File: config.mk
export PLATFORM = sky130hd
export DESIGN_NAME = mpps_solver
export DESIGN_NICKNAME = d
export VERILOG_FILES = /design/src/rtl/mpps_pkg.sv /design/src/rtl/mpps_div.sv /design/src/rtl/mpps_solver.sv
export SDC_FILE = /design/constraint.sdc
export NUM_CORES = 2
export LEC_CHECK = 0
export ABC_AREA = 1
export BUFFER_PORTS_ARGS = -buffer_cell sky130_fd_sc_hd__buf_2
export CORE_MARGIN = 1.5
export CORE_UTILIZATION = 38
export DETAILED_ROUTE_END_ITERATION = 8
export SKIP_CTS_REPAIR_TIMING = 1
export SLEW_MARGIN = 0
export SYNTH_ARGS = -nofsm -noshare
export SYNTH_HDL_FRONTEND = slang
export SYNTH_SLANG_ARGS = --single-unit
File: constraint.sdc
create_clock -name clk -period 34.2 [get_ports clk]
set_clock_uncertainty 0.15 [all_clocks]
set_input_delay 5.13 -clock clk [delete_from_list [all_inputs] [get_ports clk]]
set_output_delay 5.13 -clock clk [all_outputs]
set_load 0.01 [all_outputs]
File: src/rtl/mpps_pkg.sv
// Shared types, constants and the saturating helper of the magnetic pointer position solver.
package mpps_pkg;

  localparam int SAMPLE_BITS   = 12;
  localparam int CORNER_BITS   = 3 * SAMPLE_BITS;
  localparam int Q_BITS        = 32;
  localparam int FRAC_BITS_DEF = 16;
  localparam int SAT_BITS      = 72;
  localparam int CFG_IDX_BITS  = 2;
  localparam int POS_BITS      = 16;
  localparam int POS_SHIFT     = 15;   // 32767 = 2^15 - 1

  localparam logic [CFG_IDX_BITS-1:0] REG_TOP_LEFT     = 2'd0;
  localparam logic [CFG_IDX_BITS-1:0] REG_TOP_RIGHT    = 2'd1;
  localparam logic [CFG_IDX_BITS-1:0] REG_BOTTOM_LEFT  = 2'd2;

  localparam logic [2:0] BUTTON_MASK = 3'h7;

  typedef struct packed {
    logic signed [SAMPLE_BITS-1:0] sample_x;
    logic signed [SAMPLE_BITS-1:0] sample_y;
    logic signed [SAMPLE_BITS-1:0] sample_z;
    logic                          sample_valid;
    logic                          sensor_overflow;
    logic [2:0]                    button_bits;
    logic                          recent_click;
  } in_word_t;

  typedef struct packed {
    logic                       send_report;
    logic [2:0]                 buttons_out;
    logic signed [POS_BITS-1:0] pos_x;
    logic signed [POS_BITS-1:0] pos_y;
  } out_word_t;

  typedef struct packed {
    logic done;
    logic ok;
  } sol_stat_t;

  typedef enum logic [1:0] {
    ST_IDLE,
    ST_SOLVE,
    ST_SMOOTH,
    ST_EMIT
  } top_state_t;

  typedef enum logic [3:0] {
    SS_IDLE,
    SS_PIV,
    SS_PCHK,
    SS_SWA,
    SS_SWB,
    SS_SWC,
    SS_DNUM,
    SS_DDEN,
    SS_DWAIT,
    SS_MUL,
    SS_SUB,
    SS_RANGE,
    SS_DONE
  } sol_state_t;

  typedef enum logic [1:0] {
    PH_ELIM,
    PH_SV,
    PH_SU
  } phase_t;

  // Clamp a wide signed value into the signed Q range.
  function automatic logic signed [Q_BITS-1:0] sat_q(input logic signed [SAT_BITS-1:0] v);
    logic signed [SAT_BITS-1:0] qmax;
    logic signed [SAT_BITS-1:0] qmin;
    qmax = {{(SAT_BITS-Q_BITS+1){1'b0}}, {(Q_BITS-1){1'b1}}};
    qmin = {{(SAT_BITS-Q_BITS+1){1'b1}}, {(Q_BITS-1){1'b0}}};
    if (v > qmax) begin
      sat_q = qmax[Q_BITS-1:0];
    end else if (v < qmin) begin
      sat_q = qmin[Q_BITS-1:0];
    end else begin
      sat_q = v[Q_BITS-1:0];
    end
  endfunction

endpackage

File: src/rtl/mpps_div.sv
// Restoring radix-2 divider: saturated Q quotient (num * 2^FRAC_BITS) / den, toward zero.
module mpps_div import mpps_pkg::*; #(
  parameter int FRAC_BITS = FRAC_BITS_DEF
) (
  input  logic                     clk,
  input  logic                     rst,
  input  logic                     start,
  input  logic signed [Q_BITS-1:0] num,
  input  logic signed [Q_BITS-1:0] den,
  output logic                     done,
  output logic signed [Q_BITS-1:0] quot
);

  localparam int DIV_BITS = Q_BITS + FRAC_BITS;
  localparam int CNT_BITS = $clog2(DIV_BITS + 1);

  logic                busy;
  logic [CNT_BITS-1:0] cnt;
  logic [DIV_BITS-1:0] dvd;
  logic [Q_BITS-1:0]   rem;
  logic [Q_BITS-1:0]   dsr;
  logic [DIV_BITS-1:0] quo;
  logic                neg;
  logic                zero;

  logic [Q_BITS-1:0]          num_mag;
  logic [Q_BITS-1:0]          den_mag;
  logic [Q_BITS:0]            trial;
  logic                       take;
  logic signed [SAT_BITS-1:0] wide_q;

  always_comb begin
    num_mag = num[Q_BITS-1] ? Q_BITS'(-num) : Q_BITS'(num);
    den_mag = den[Q_BITS-1] ? Q_BITS'(-den) : Q_BITS'(den);
    trial   = {rem, dvd[DIV_BITS-1]};
    take    = (trial >= {1'b0, dsr});
    wide_q  = {{(SAT_BITS-DIV_BITS){1'b0}}, quo};
    if (neg) begin
      wide_q = -wide_q;
    end
    quot = zero ? '0 : sat_q(wide_q);
  end

  always_ff @(posedge clk) begin
    if (rst) begin
      busy <= 1'b0;
      done <= 1'b0;
      cnt  <= '0;
    end else begin
      done <= busy && (cnt == CNT_BITS'(1));
      if (start) begin
        busy <= 1'b1;
        cnt  <= CNT_BITS'(DIV_BITS);
      end else if (busy) begin
        cnt <= cnt - CNT_BITS'(1);
        if (cnt == CNT_BITS'(1)) begin
          busy <= 1'b0;
        end
      end
    end
  end

  always_ff @(posedge clk) begin
    if (start) begin
      dvd  <= {num_mag, {FRAC_BITS{1'b0}}};
      dsr  <= den_mag;
      rem  <= '0;
      quo  <= '0;
      neg  <= num[Q_BITS-1] ^ den[Q_BITS-1];
      zero <= (den == '0);
    end else if (busy) begin
      dvd <= {dvd[DIV_BITS-2:0], 1'b0};
      quo <= {quo[DIV_BITS-2:0], take};
      rem <= take ? Q_BITS'(trial - {1'b0, dsr}) : trial[Q_BITS-1:0];
    end
  end

endmodule

File: src/rtl/mpps_solver.sv
// Sequenced Gaussian elimination with partial pivoting over a 3x4 Q matrix, one entry at a time.
module mpps_solver import mpps_pkg::*; #(
  parameter int FRAC_BITS = FRAC_BITS_DEF
) (
  input  logic                          clk,
  input  logic                          rst,
  input  logic                          start,
  input  logic signed [SAMPLE_BITS-1:0] px,
  input  logic signed [SAMPLE_BITS-1:0] py,
  input  logic signed [SAMPLE_BITS-1:0] pz,
  input  logic [CORNER_BITS-1:0]        corner_a,
  input  logic [CORNER_BITS-1:0]        corner_b,
  input  logic [CORNER_BITS-1:0]        corner_c,
  output sol_stat_t                     stat,
  output logic signed [Q_BITS-1:0]      su,
  output logic signed [Q_BITS-1:0]      sv
);

  localparam logic [Q_BITS:0]            THR = (Q_BITS+1)'(2 ** (FRAC_BITS - 10));
  localparam logic signed [Q_BITS-1:0]   LO  = Q_BITS'(-(2 ** (FRAC_BITS - 2)));
  localparam logic signed [Q_BITS-1:0]   HI  = Q_BITS'(5 * (2 ** (FRAC_BITS - 2)));
  localparam logic signed [2*Q_BITS-1:0] RND =
    {{(2*Q_BITS-FRAC_BITS){1'b0}}, {FRAC_BITS{1'b1}}};

  sol_state_t state;
  sol_state_t state_next;
  phase_t     phase;

  logic signed [Q_BITS-1:0]   m [3][4];
  logic signed [Q_BITS-1:0]   init_m [3][4];
  logic signed [SAMPLE_BITS-1:0] pv [3];

  logic [1:0] k;
  logic [1:0] r2;
  logic [1:0] c;
  logic [1:0] i;
  logic [1:0] bi;
  logic [Q_BITS:0]            best;
  logic signed [Q_BITS-1:0]   tmp;
  logic signed [Q_BITS-1:0]   f;
  logic signed [Q_BITS-1:0]   dnum;
  logic signed [2*Q_BITS-1:0] prod;
  logic                       ok;

  logic [1:0]                 rd_r;
  logic [1:0]                 rd_c;
  logic signed [Q_BITS-1:0]   rd;
  logic [Q_BITS:0]            rd_abs;
  logic signed [Q_BITS:0]     rd_ext;
  logic                       wr_en;
  logic [1:0]                 wr_r;
  logic [1:0]                 wr_c;
  logic signed [Q_BITS-1:0]   wr_data;
  logic signed [2*Q_BITS-1:0] adj;
  logic signed [Q_BITS-1:0]   mq;
  logic signed [Q_BITS-1:0]   diff;
  logic                       div_start;
  logic                       div_done;
  logic signed [Q_BITS-1:0]   div_q;

  mpps_div #(.FRAC_BITS(FRAC_BITS)) u_div (
    .clk   (clk),
    .rst   (rst),
    .start (div_start),
    .num   (dnum),
    .den   (rd),
    .done  (div_done),
    .quot  (div_q)
  );

  assign pv[0] = px;
  assign pv[1] = py;
  assign pv[2] = pz;

  // Build the augmented matrix [-P | B-A | C-A | -A], scaled to Q.
  always_comb begin
    logic signed [SAT_BITS-1:0] a_w;
    logic signed [SAT_BITS-1:0] b_w;
    logic signed [SAT_BITS-1:0] c_w;
    logic signed [SAT_BITS-1:0] p_w;
    for (int r = 0; r < 3; r++) begin
      a_w = SAT_BITS'($signed(corner_a[r*SAMPLE_BITS +: SAMPLE_BITS]));
      b_w = SAT_BITS'($signed(corner_b[r*SAMPLE_BITS +: SAMPLE_BITS]));
      c_w = SAT_BITS'($signed(corner_c[r*SAMPLE_BITS +: SAMPLE_BITS]));
      p_w = SAT_BITS'(pv[r]);
      init_m[r][0] = sat_q((-p_w) <<< FRAC_BITS);
      init_m[r][1] = sat_q((b_w - a_w) <<< FRAC_BITS);
      init_m[r][2] = sat_q((c_w - a_w) <<< FRAC_BITS);
      init_m[r][3] = sat_q((-a_w) <<< FRAC_BITS);
    end
  end

  // Single read port address.
  always_comb begin
    rd_r = 2'd0;
    rd_c = 2'd0;
    case (state)
      SS_PIV: begin
        rd_r = i;
        rd_c = k;
      end
      SS_SWA: begin
        rd_r = k;
        rd_c = c;
      end
      SS_SWB: begin
        rd_r = bi;
        rd_c = c;
      end
      SS_DNUM: begin
        case (phase)
          PH_ELIM: begin
            rd_r = r2;
            rd_c = k;
          end
          PH_SV: begin
            rd_r = 2'd2;
            rd_c = 2'd3;
          end
          default: begin
            rd_r = 2'd1;
            rd_c = 2'd3;
          end
        endcase
      end
      SS_DDEN, SS_DWAIT: begin
        case (phase)
          PH_ELIM: begin
            rd_r = k;
            rd_c = k;
          end
          PH_SV: begin
            rd_r = 2'd2;
            rd_c = 2'd2;
          end
          default: begin
            rd_r = 2'd1;
            rd_c = 2'd1;
          end
        endcase
      end
      SS_MUL: begin
        if (phase == PH_ELIM) begin
          rd_r = k;
          rd_c = c;
        end else begin
          rd_r = 2'd1;
          rd_c = 2'd2;
        end
      end
      SS_SUB: begin
        if (phase == PH_ELIM) begin
          rd_r = r2;
          rd_c = c;
        end else begin
          rd_r = 2'd1;
          rd_c = 2'd3;
        end
      end
      default: begin
        rd_r = 2'd0;
        rd_c = 2'd0;
      end
    endcase
  end

  // Shared arithmetic: magnitude, truncating product scale and saturating subtract.
  always_comb begin
    rd     = m[rd_r][rd_c];
    rd_ext = {rd[Q_BITS-1], rd};
    rd_abs = rd_ext[Q_BITS] ? (Q_BITS+1)'(-rd_ext) : (Q_BITS+1)'(rd_ext);
    adj    = prod[2*Q_BITS-1] ? prod + RND : prod;
    mq     = sat_q(SAT_BITS'(adj >>> FRAC_BITS));
    diff   = sat_q(SAT_BITS'(rd) - SAT_BITS'(mq));
  end

  // Next state.
  always_comb begin
    state_next = state;
    case (state)
      SS_IDLE: begin
        if (start) begin
          state_next = SS_PIV;
        end
      end
      SS_PIV: begin
        if (i == 2'd2) begin
          state_next = SS_PCHK;
        end
      end
      SS_PCHK: begin
        if (best < THR) begin
          state_next = SS_DONE;
        end else if (k == 2'd2 || bi == k) begin
          state_next = SS_DNUM;
        end else begin
          state_next = SS_SWA;
        end
      end
      SS_SWA:  state_next = SS_SWB;
      SS_SWB:  state_next = SS_SWC;
      SS_SWC:  state_next = (c == 2'd3) ? SS_DNUM : SS_SWA;
      SS_DNUM: state_next = SS_DDEN;
      SS_DDEN: state_next = SS_DWAIT;
      SS_DWAIT: begin
        if (div_done) begin
          state_next = (phase == PH_SU) ? SS_RANGE : SS_MUL;
        end
      end
      SS_MUL:  state_next = SS_SUB;
      SS_SUB: begin
        if (phase != PH_ELIM) begin
          state_next = SS_DNUM;
        end else if (c != 2'd3) begin
          state_next = SS_MUL;
        end else if (r2 == 2'd2) begin
          state_next = SS_PIV;
        end else begin
          state_next = SS_DNUM;
        end
      end
      SS_RANGE: state_next = SS_DONE;
      SS_DONE:  state_next = SS_IDLE;
      default:  state_next = SS_IDLE;
    endcase
  end

  // Write port and divider launch.
  always_comb begin
    wr_en     = 1'b0;
    wr_r      = 2'd0;
    wr_c      = 2'd0;
    wr_data   = rd;
    div_start = 1'b0;
    case (state)
      SS_SWB: begin
        wr_en   = 1'b1;
        wr_r    = k;
        wr_c    = c;
        wr_data = rd;
      end
      SS_SWC: begin
        wr_en   = 1'b1;
        wr_r    = bi;
        wr_c    = c;
        wr_data = tmp;
      end
      SS_SUB: begin
        wr_en   = 1'b1;
        wr_r    = (phase == PH_ELIM) ? r2 : 2'd1;
        wr_c    = (phase == PH_ELIM) ? c : 2'd3;
        wr_data = diff;
      end
      SS_DDEN: div_start = 1'b1;
      default: begin
        wr_en = 1'b0;
      end
    endcase
  end

  always_ff @(posedge clk) begin
    if (rst) begin
      state <= SS_IDLE;
    end else begin
      state <= state_next;
    end
  end

  // Counters and datapath registers.
  always_ff @(posedge clk) begin
    case (state)
      SS_IDLE: begin
        k     <= 2'd0;
        i     <= 2'd0;
        phase <= PH_ELIM;
      end
      SS_PIV: begin
        if (i == k || rd_abs > best) begin
          best <= rd_abs;
          bi   <= i;
        end
        if (i != 2'd2) begin
          i <= i + 2'd1;
        end
      end
      SS_PCHK: begin
        c  <= k;
        r2 <= k + 2'd1;
        if (best < THR) begin
          ok <= 1'b0;
        end
        if (k == 2'd2) begin
          phase <= PH_SV;
        end
      end
      SS_SWA: tmp <= rd;
      SS_SWC: begin
        if (c != 2'd3) begin
          c <= c + 2'd1;
        end
      end
      SS_DNUM: dnum <= rd;
      SS_DWAIT: begin
        if (div_done) begin
          f <= div_q;
          c <= k + 2'd1;
          case (phase)
            PH_SV: begin
              sv    <= div_q;
              phase <= PH_SU;
            end
            PH_SU: su <= div_q;
            default: begin
              f <= div_q;
            end
          endcase
        end
      end
      SS_MUL: prod <= rd * f;
      SS_SUB: begin
        if (phase == PH_ELIM) begin
          if (c != 2'd3) begin
            c <= c + 2'd1;
          end else if (r2 == 2'd2) begin
            k <= k + 2'd1;
            i <= k + 2'd1;
          end else begin
            r2 <= r2 + 2'd1;
          end
        end
      end
      SS_RANGE: ok <= !(su < LO || su > HI || sv < LO || sv > HI);
      default: begin
        tmp <= tmp;
      end
    endcase
  end

  // Matrix: whole load on start, then one entry per cycle while the write port is enabled.
  always_ff @(posedge clk) begin
    if (state == SS_IDLE && start) begin
      m <= init_m;
    end else if (wr_en) begin
      m[wr_r][wr_c] <= wr_data;
    end
  end

  assign stat.done = (state == SS_DONE);
  assign stat.ok   = ok;

endmodule

; Yosys cells after proc, flatten, opt, wreduce, memory -nomap -nowiden
; Cells that the tools add are included.
[word_totals]
reg_bits = 812
latchBits = 0
ramBits = 0
rom_bits = 0
word_cells = 285
n_memories = 0
[classes]
add_sub_neg = 24
mul = 1
n_div = 0
n_lt_le_gt_ge = 43
eq_ne = 34
shift = 0
muxes = 102
bitwise_logic = 5
n_reduce_logical = 38
[ops]
columns = op, n
row1 = two-way mux 32 bit, 36
row2 = two-way mux 384 bit, 2
row3 = greater-than comparator 72 x 32 -> 1 bit (second input constant), 7
row4 = less-than comparator 72 x 32 -> 1 bit (second input constant), 7
row5 = bitwise mux 384 bit, 1
row6 = two-way mux 128 bit, 3
row7 = negator 12 -> 56 bit, 6
row8 = binary-select mux 128 bit (select 2 bit), 1
row9 = demux 128 bit (select 2 bit), 1
row10 = greater-than comparator 29 x 32 -> 1 bit (second input constant), 6
row11 = less-than comparator 29 x 32 -> 1 bit (second input constant), 6
row12 = two-way mux 48 bit, 2
row13 = subtractor 12 x 12 -> 13 bit, 6
row14 = two-way mux 72 bit, 1
row15 = negator 48 -> 72 bit, 1
row16 = adder 64 x 17 -> 64 bit (second input constant), 1
row17 = binary-select mux 32 bit (select 2 bit), 1
row18 = demux 32 bit (select 2 bit), 1
row19 = greater-than comparator 32 x 18 -> 1 bit (second input constant), 2
row20 = less-than comparator 32 x 15 -> 1 bit (second input constant), 2
row21 = multiplier 32 x 32 -> 64 bit, 1
row22 = two-way mux 64 bit, 1
row23 = negator 32 bit, 2
row24 = case mux 32 bit (2 select lines), 1
row25 = 55 further kinds, 149

; Logic depth before layout (Yosys ltp)
[depth]
word_depth = 18
ltp_mapped = 50
mapped_depth_nobuf = 47

; By module
; From an unflattened synthesis, not the netlist that was laid out.
[hier_totals]
cells_unflattened = 11531
area_unflattened_um2 = 91121.1
[by_module_without_submodules]
columns = module, n_inst, cells_per_inst, area_per_inst_um2, seq_area_each_um2
row1 = mpps_solver, 1, 9836, 79779.0, 19718.9
row2 = mpps_div, 1, 1695, 11342.1, 3743.6

; Worst setup path after synthesis
; OpenSTA, ideal clock, no wires.
[synth_path]
path_type = register to register
start = register state[3]
end = register prod[60] (data pin)
t_arrival_ps = 12076
required_ps = 33791
slack_ps = 21715
path_stages_with_launch = 42
n_path_buf = 4
period_less_slack_ps = 12485
path_cell_list = dfxtp_1 > nand2_1 > nor2_1 > nand3_1 > nand2_1 > nor2_2 > nand2_4 > buf_6 > buf_2 > o21ai_0 > o22ai_1 > nand2_1 > o211ai_1 > nand2_1 > buf_2 > buf_2 > nor2_1 > fa_1 > [... 6 more ...] > fa_1 > inv_1 > fa_1 > fa_1 > inv_1 > fa_1 > inv_1 > ha_1 > a21oi_1 > inv_1 > a21oi_1 > o31ai_1 > a21oi_1 > o21ai_0 > a21oi_1 > o21ai_0 > nand2_1 > nand2_1
[synth_between]
elab_chain_cells = 11
elab_cells_between_ends = 21
cone_classes = mul (1) / eq/ne (8) / mux (8) / bitwise (2) / reduce/logical (2)
[synth_rtl]
columns = element, line_no
row1 = start: declaration, mpps_solver.sv:25  ; sol_state_t state;
row2 = start signal: assignment, mpps_solver.sv:265  ; state <= state_next;
row3 = equality test 4 bit or equality test 4 x 3 -> 1 bit (tied branches), mpps_solver.sv:97  ; case (state)
row4 = OR reduction 2 bit, mpps_solver.sv:97
row5 = case mux 2 bit (7 select lines), mpps_solver.sv:97
row6 = inverter 2 -> 3 bit (not written as such), mpps_solver.sv:169  ; rd = m[rd_r][rd_c];
row7 = binary-select mux 128 bit (select 2 bit), mpps_solver.sv:169
row8 = two-way mux 128 bit (not written as such) (2 in series), mpps_solver.sv:169
row9 = binary-select mux 32 bit (select 2 bit) *, mpps_solver.sv:169
row10 = two-way mux 32 bit (not written as such) * (2 in series), mpps_solver.sv:169
row11 = multiplier 32 x 32 -> 64 bit *, mpps_solver.sv:319  ; SS_MUL: prod <= rd * f;
row12 = end signal: assignment, mpps_solver.sv:319
row13 = end: declaration, mpps_solver.sv:42  ; logic signed [2*Q_BITS-1:0] prod;
; Every way passes the cells marked *; elsewhere a longest branch is shown, timed or not. The select of a mux whose other input is x is not followed.
; A chain may end at the register's enable or synchronous reset.

; Worst setup path in the final report
[layout_path]
start = register state[2]
end = register prod[60] (data pin)
; Same word-level chain as after synthesis.

==> results.md <==
- Status: finished clean
- Ranking of synthesized cells by area: fa_1, edfxtp_1, nand2_1
- Pre-CTS WS: 20.44 ns
- Sequential Area: 0.0235 mm^2
- Crit Path Category: reg -> reg
- Root Buffer: clkbuf_16
- Crit path DAT: 14.11 ns
- GRT Util Overall: roughly 28%
- # IOs: 213
- Overflow after GRT: 0
- Initial Util: 38.3%
- Drt wl/cell: 23.9 um
- Hpwl dp: 254,000 um
- Reg2Reg Depth: 39
- Min-Delay Endpoint: u_div.rem[24]
- EDFF count, synth: 720
- Area taken by multi-input logic gates: 0.0549 mm^2
- RSZ-0062 raised after global routing: no
- Gp weighted congestion: 0.986
- HP Class: reg -> reg
- Share of the synthesized area in the top cell type: 24.7%
- Required time of the critical path: 34.57 ns
- Seq/Total Area, Yosys: 26.6%
- Vias in the first global route: between 70,000 and 80,000
- Clock sink total: 812
- CP most frequent cell: fa_1
- CP bufs+invs: 11
- Slew headroom: 9.89%
- Count leader, synth: nand2_1
- CP Capture Type: flop
- Post-layout util: 41.6%
- First-pass GRT wire length: 498,000 um
- Post-synth top cells: nand2_1, inv_1, fa_1
- Slowest cell delay on critical path: 1.20 ns
- Die area: 0.235 mm^2
- Max Transition Viols Final: 0
- Via count: 76,400
- Drt first-iter violations: between 7,000 and 8,000
- Die height: 485 um
- Flop2flop setup slack: around 20 ns
- Setup crit start kind: flop
- Final period utilization: 40.2%
- Fmax: a little over 70 MHz
- Cell taking the most area after synthesis: fa_1
- Max clock buf depth: 3
- CP max FO: 69
- Maxcap violations: 0
- Detailed Routing Iterations Pass 1: 9
- Number of buffers created by CTS: 95
- # port buffers: 212
- Setup TNS: 0 ns
- DRC Markers: 0
- Worst slew pin tran: 1.35 ns
- Hold Crit Start: u_div.rem[24]
- Routed Wire Length: ~330,000 um
- Synth Cell Area: 0.0884 mm^2
- Mapped Cells: around 11,000
- Worst-Skew Late Latency: 0.79 ns
- Core Area: about 0.23 mm^2
- Final hold vios: 0
- Synth async-reset ratio: 0%
- Reg clk slew, reported paths: 0.07 ns
- Hold path depth: 2
- Yosys reg bits: 812
- Post-route ant nets: 0
- DR vias/cell: 5.44
- Synth warn: 0
- Post-route setup slack: 20.46 ns
- Syn-to-layout area delta: 8.56%
- CTS tree: done
- Setup Viol. Count Final: 0
- Netlist cell types: 62
- Post-Place Cells: ~14,000
- Critical R2R Capture: prod[60]
- Final Instance Count excl. Fillers: ~14,000
- Synth Flop Type: edfxtp_1
- Crit Reg-Reg Startpoint: state[2]
- # nets final: 12,600
- Mapped Avg Cell Area: 8.11 um^2
- Largest net degree at the start of global routing: 81
- Initial antenna violation count: 14
- Crit path max-delay family: adder cells
- Layout cells sized above 1: 5.93%
- Row count: about 180
- Slowest cell on crit path: fa_1
- Layout filler cell count: around 23,000
- Fin crit period: 13.74 ns
- Die Wd: 485 um
- H-tree Lvls: 3
layout make-up:
type	instances	area share [%]
diodes	5	0.0130
clock buffers	116	2.70
clock inverters	60	0.707
inverters	2185	8.55
multi-input cells	7445	57.2
flip-flops and latches	812	24.5
well taps	3026	3.95
repair buffers	379	2.41
how the worst max path moves through the flow:
| stage | start | end | cells past startpoint |
|---|---|---|---|
| 4_1_cts | state[2] | prod[60] | 39 |
| 3_3_place_gp | state[2] | prod[60] | 39 |
| 2_1_floorplan | state[3] | prod[60] | 41 |
| 6_report | state[2] | prod[60] | 39 |
| 5_1_grt | state[2] | prod[60] | 39 |
| 3_5_place_dp | state[2] | prod[60] | 39 |
per-layer routing:
| metal | GRT usage [%] | vias up | share of wire, % |
|---|---|---|---|
| li1 | - | 34000 | - |
| met1 | 37.4 | 37900 | 40 |
| met2 | 44.7 | 3826 | 45 |
| met3 | 5.36 | 671 | 9.3 |
| met4 | 13.9 | 2 | 5.6 |
| met5 | 0 | - | 0.0039 |
worst register-to-register path: cells and delay by family, from the launching register on:
kind | cells | cell delay, ns
adders and majority gates | 9 | 5.50
buffers and inverters | 11 | 2.79
and+or+nand+nor | 10 | 2.94
DFF | 1 | 0.46
AOI/OAI and AO/OA | 9 | 1.64
cells by family (layout without fill, tap and decap cells):
group | count (synthesis) | in the layout | share of synthesized area [%]
buffers and inverters | 2634 | 2740 | 11.5
AND/OR/NAND/NOR | 4636 | 4636 | 21.8
AO/OA/AOI/OAI | 989 | 989 | 6.39
XOR/XNOR | 287 | 287 | 2.84
flip-flops | 812 | 812 | 26.6
adder cells (fa/ha/maj) | 1531 | 1531 | 30.9
other | 1 | 7 | 0.00424
cell usage in the layout, fill, tap and decap left out, types with 212 or more instances in the layout:
cell / n
nand2_1: 2504
inv_1: 2139
fa_1: 1090
nor2_1: 1066
edfxtp_1: 720
nand3_1: 595
ha_1: 441
a21oi_1: 348
o21ai_0: 300
buf_2: 212
sequential cells by signal, indices dropped and copies added (netlist names), 4 cells and up:
signal / cells
u_div.rem: 32
sv: 32
su: 32
dnum: 32
m: 384
best: 33
f: 32
u_div.dsr: 32
u_div.cnt: 6
state: 4
tmp: 32
prod: 64
u_div.dvd: 32
u_div.quo: 48
per-stage QoR:
stage	hold WS [ns]	instance area, um^2
4_1_cts	0.325	95900
6_report	0.326	95900
2_1_floorplan	0.295	88400
5_1_grt	0.342	95900
3_5_place_dp	0.315	92600
3_3_place_gp	0.309	92600
Power is left out: the tool's default activity adds up to more than one toggle a clock period on the data nets, which glitch-free logic cannot reach.
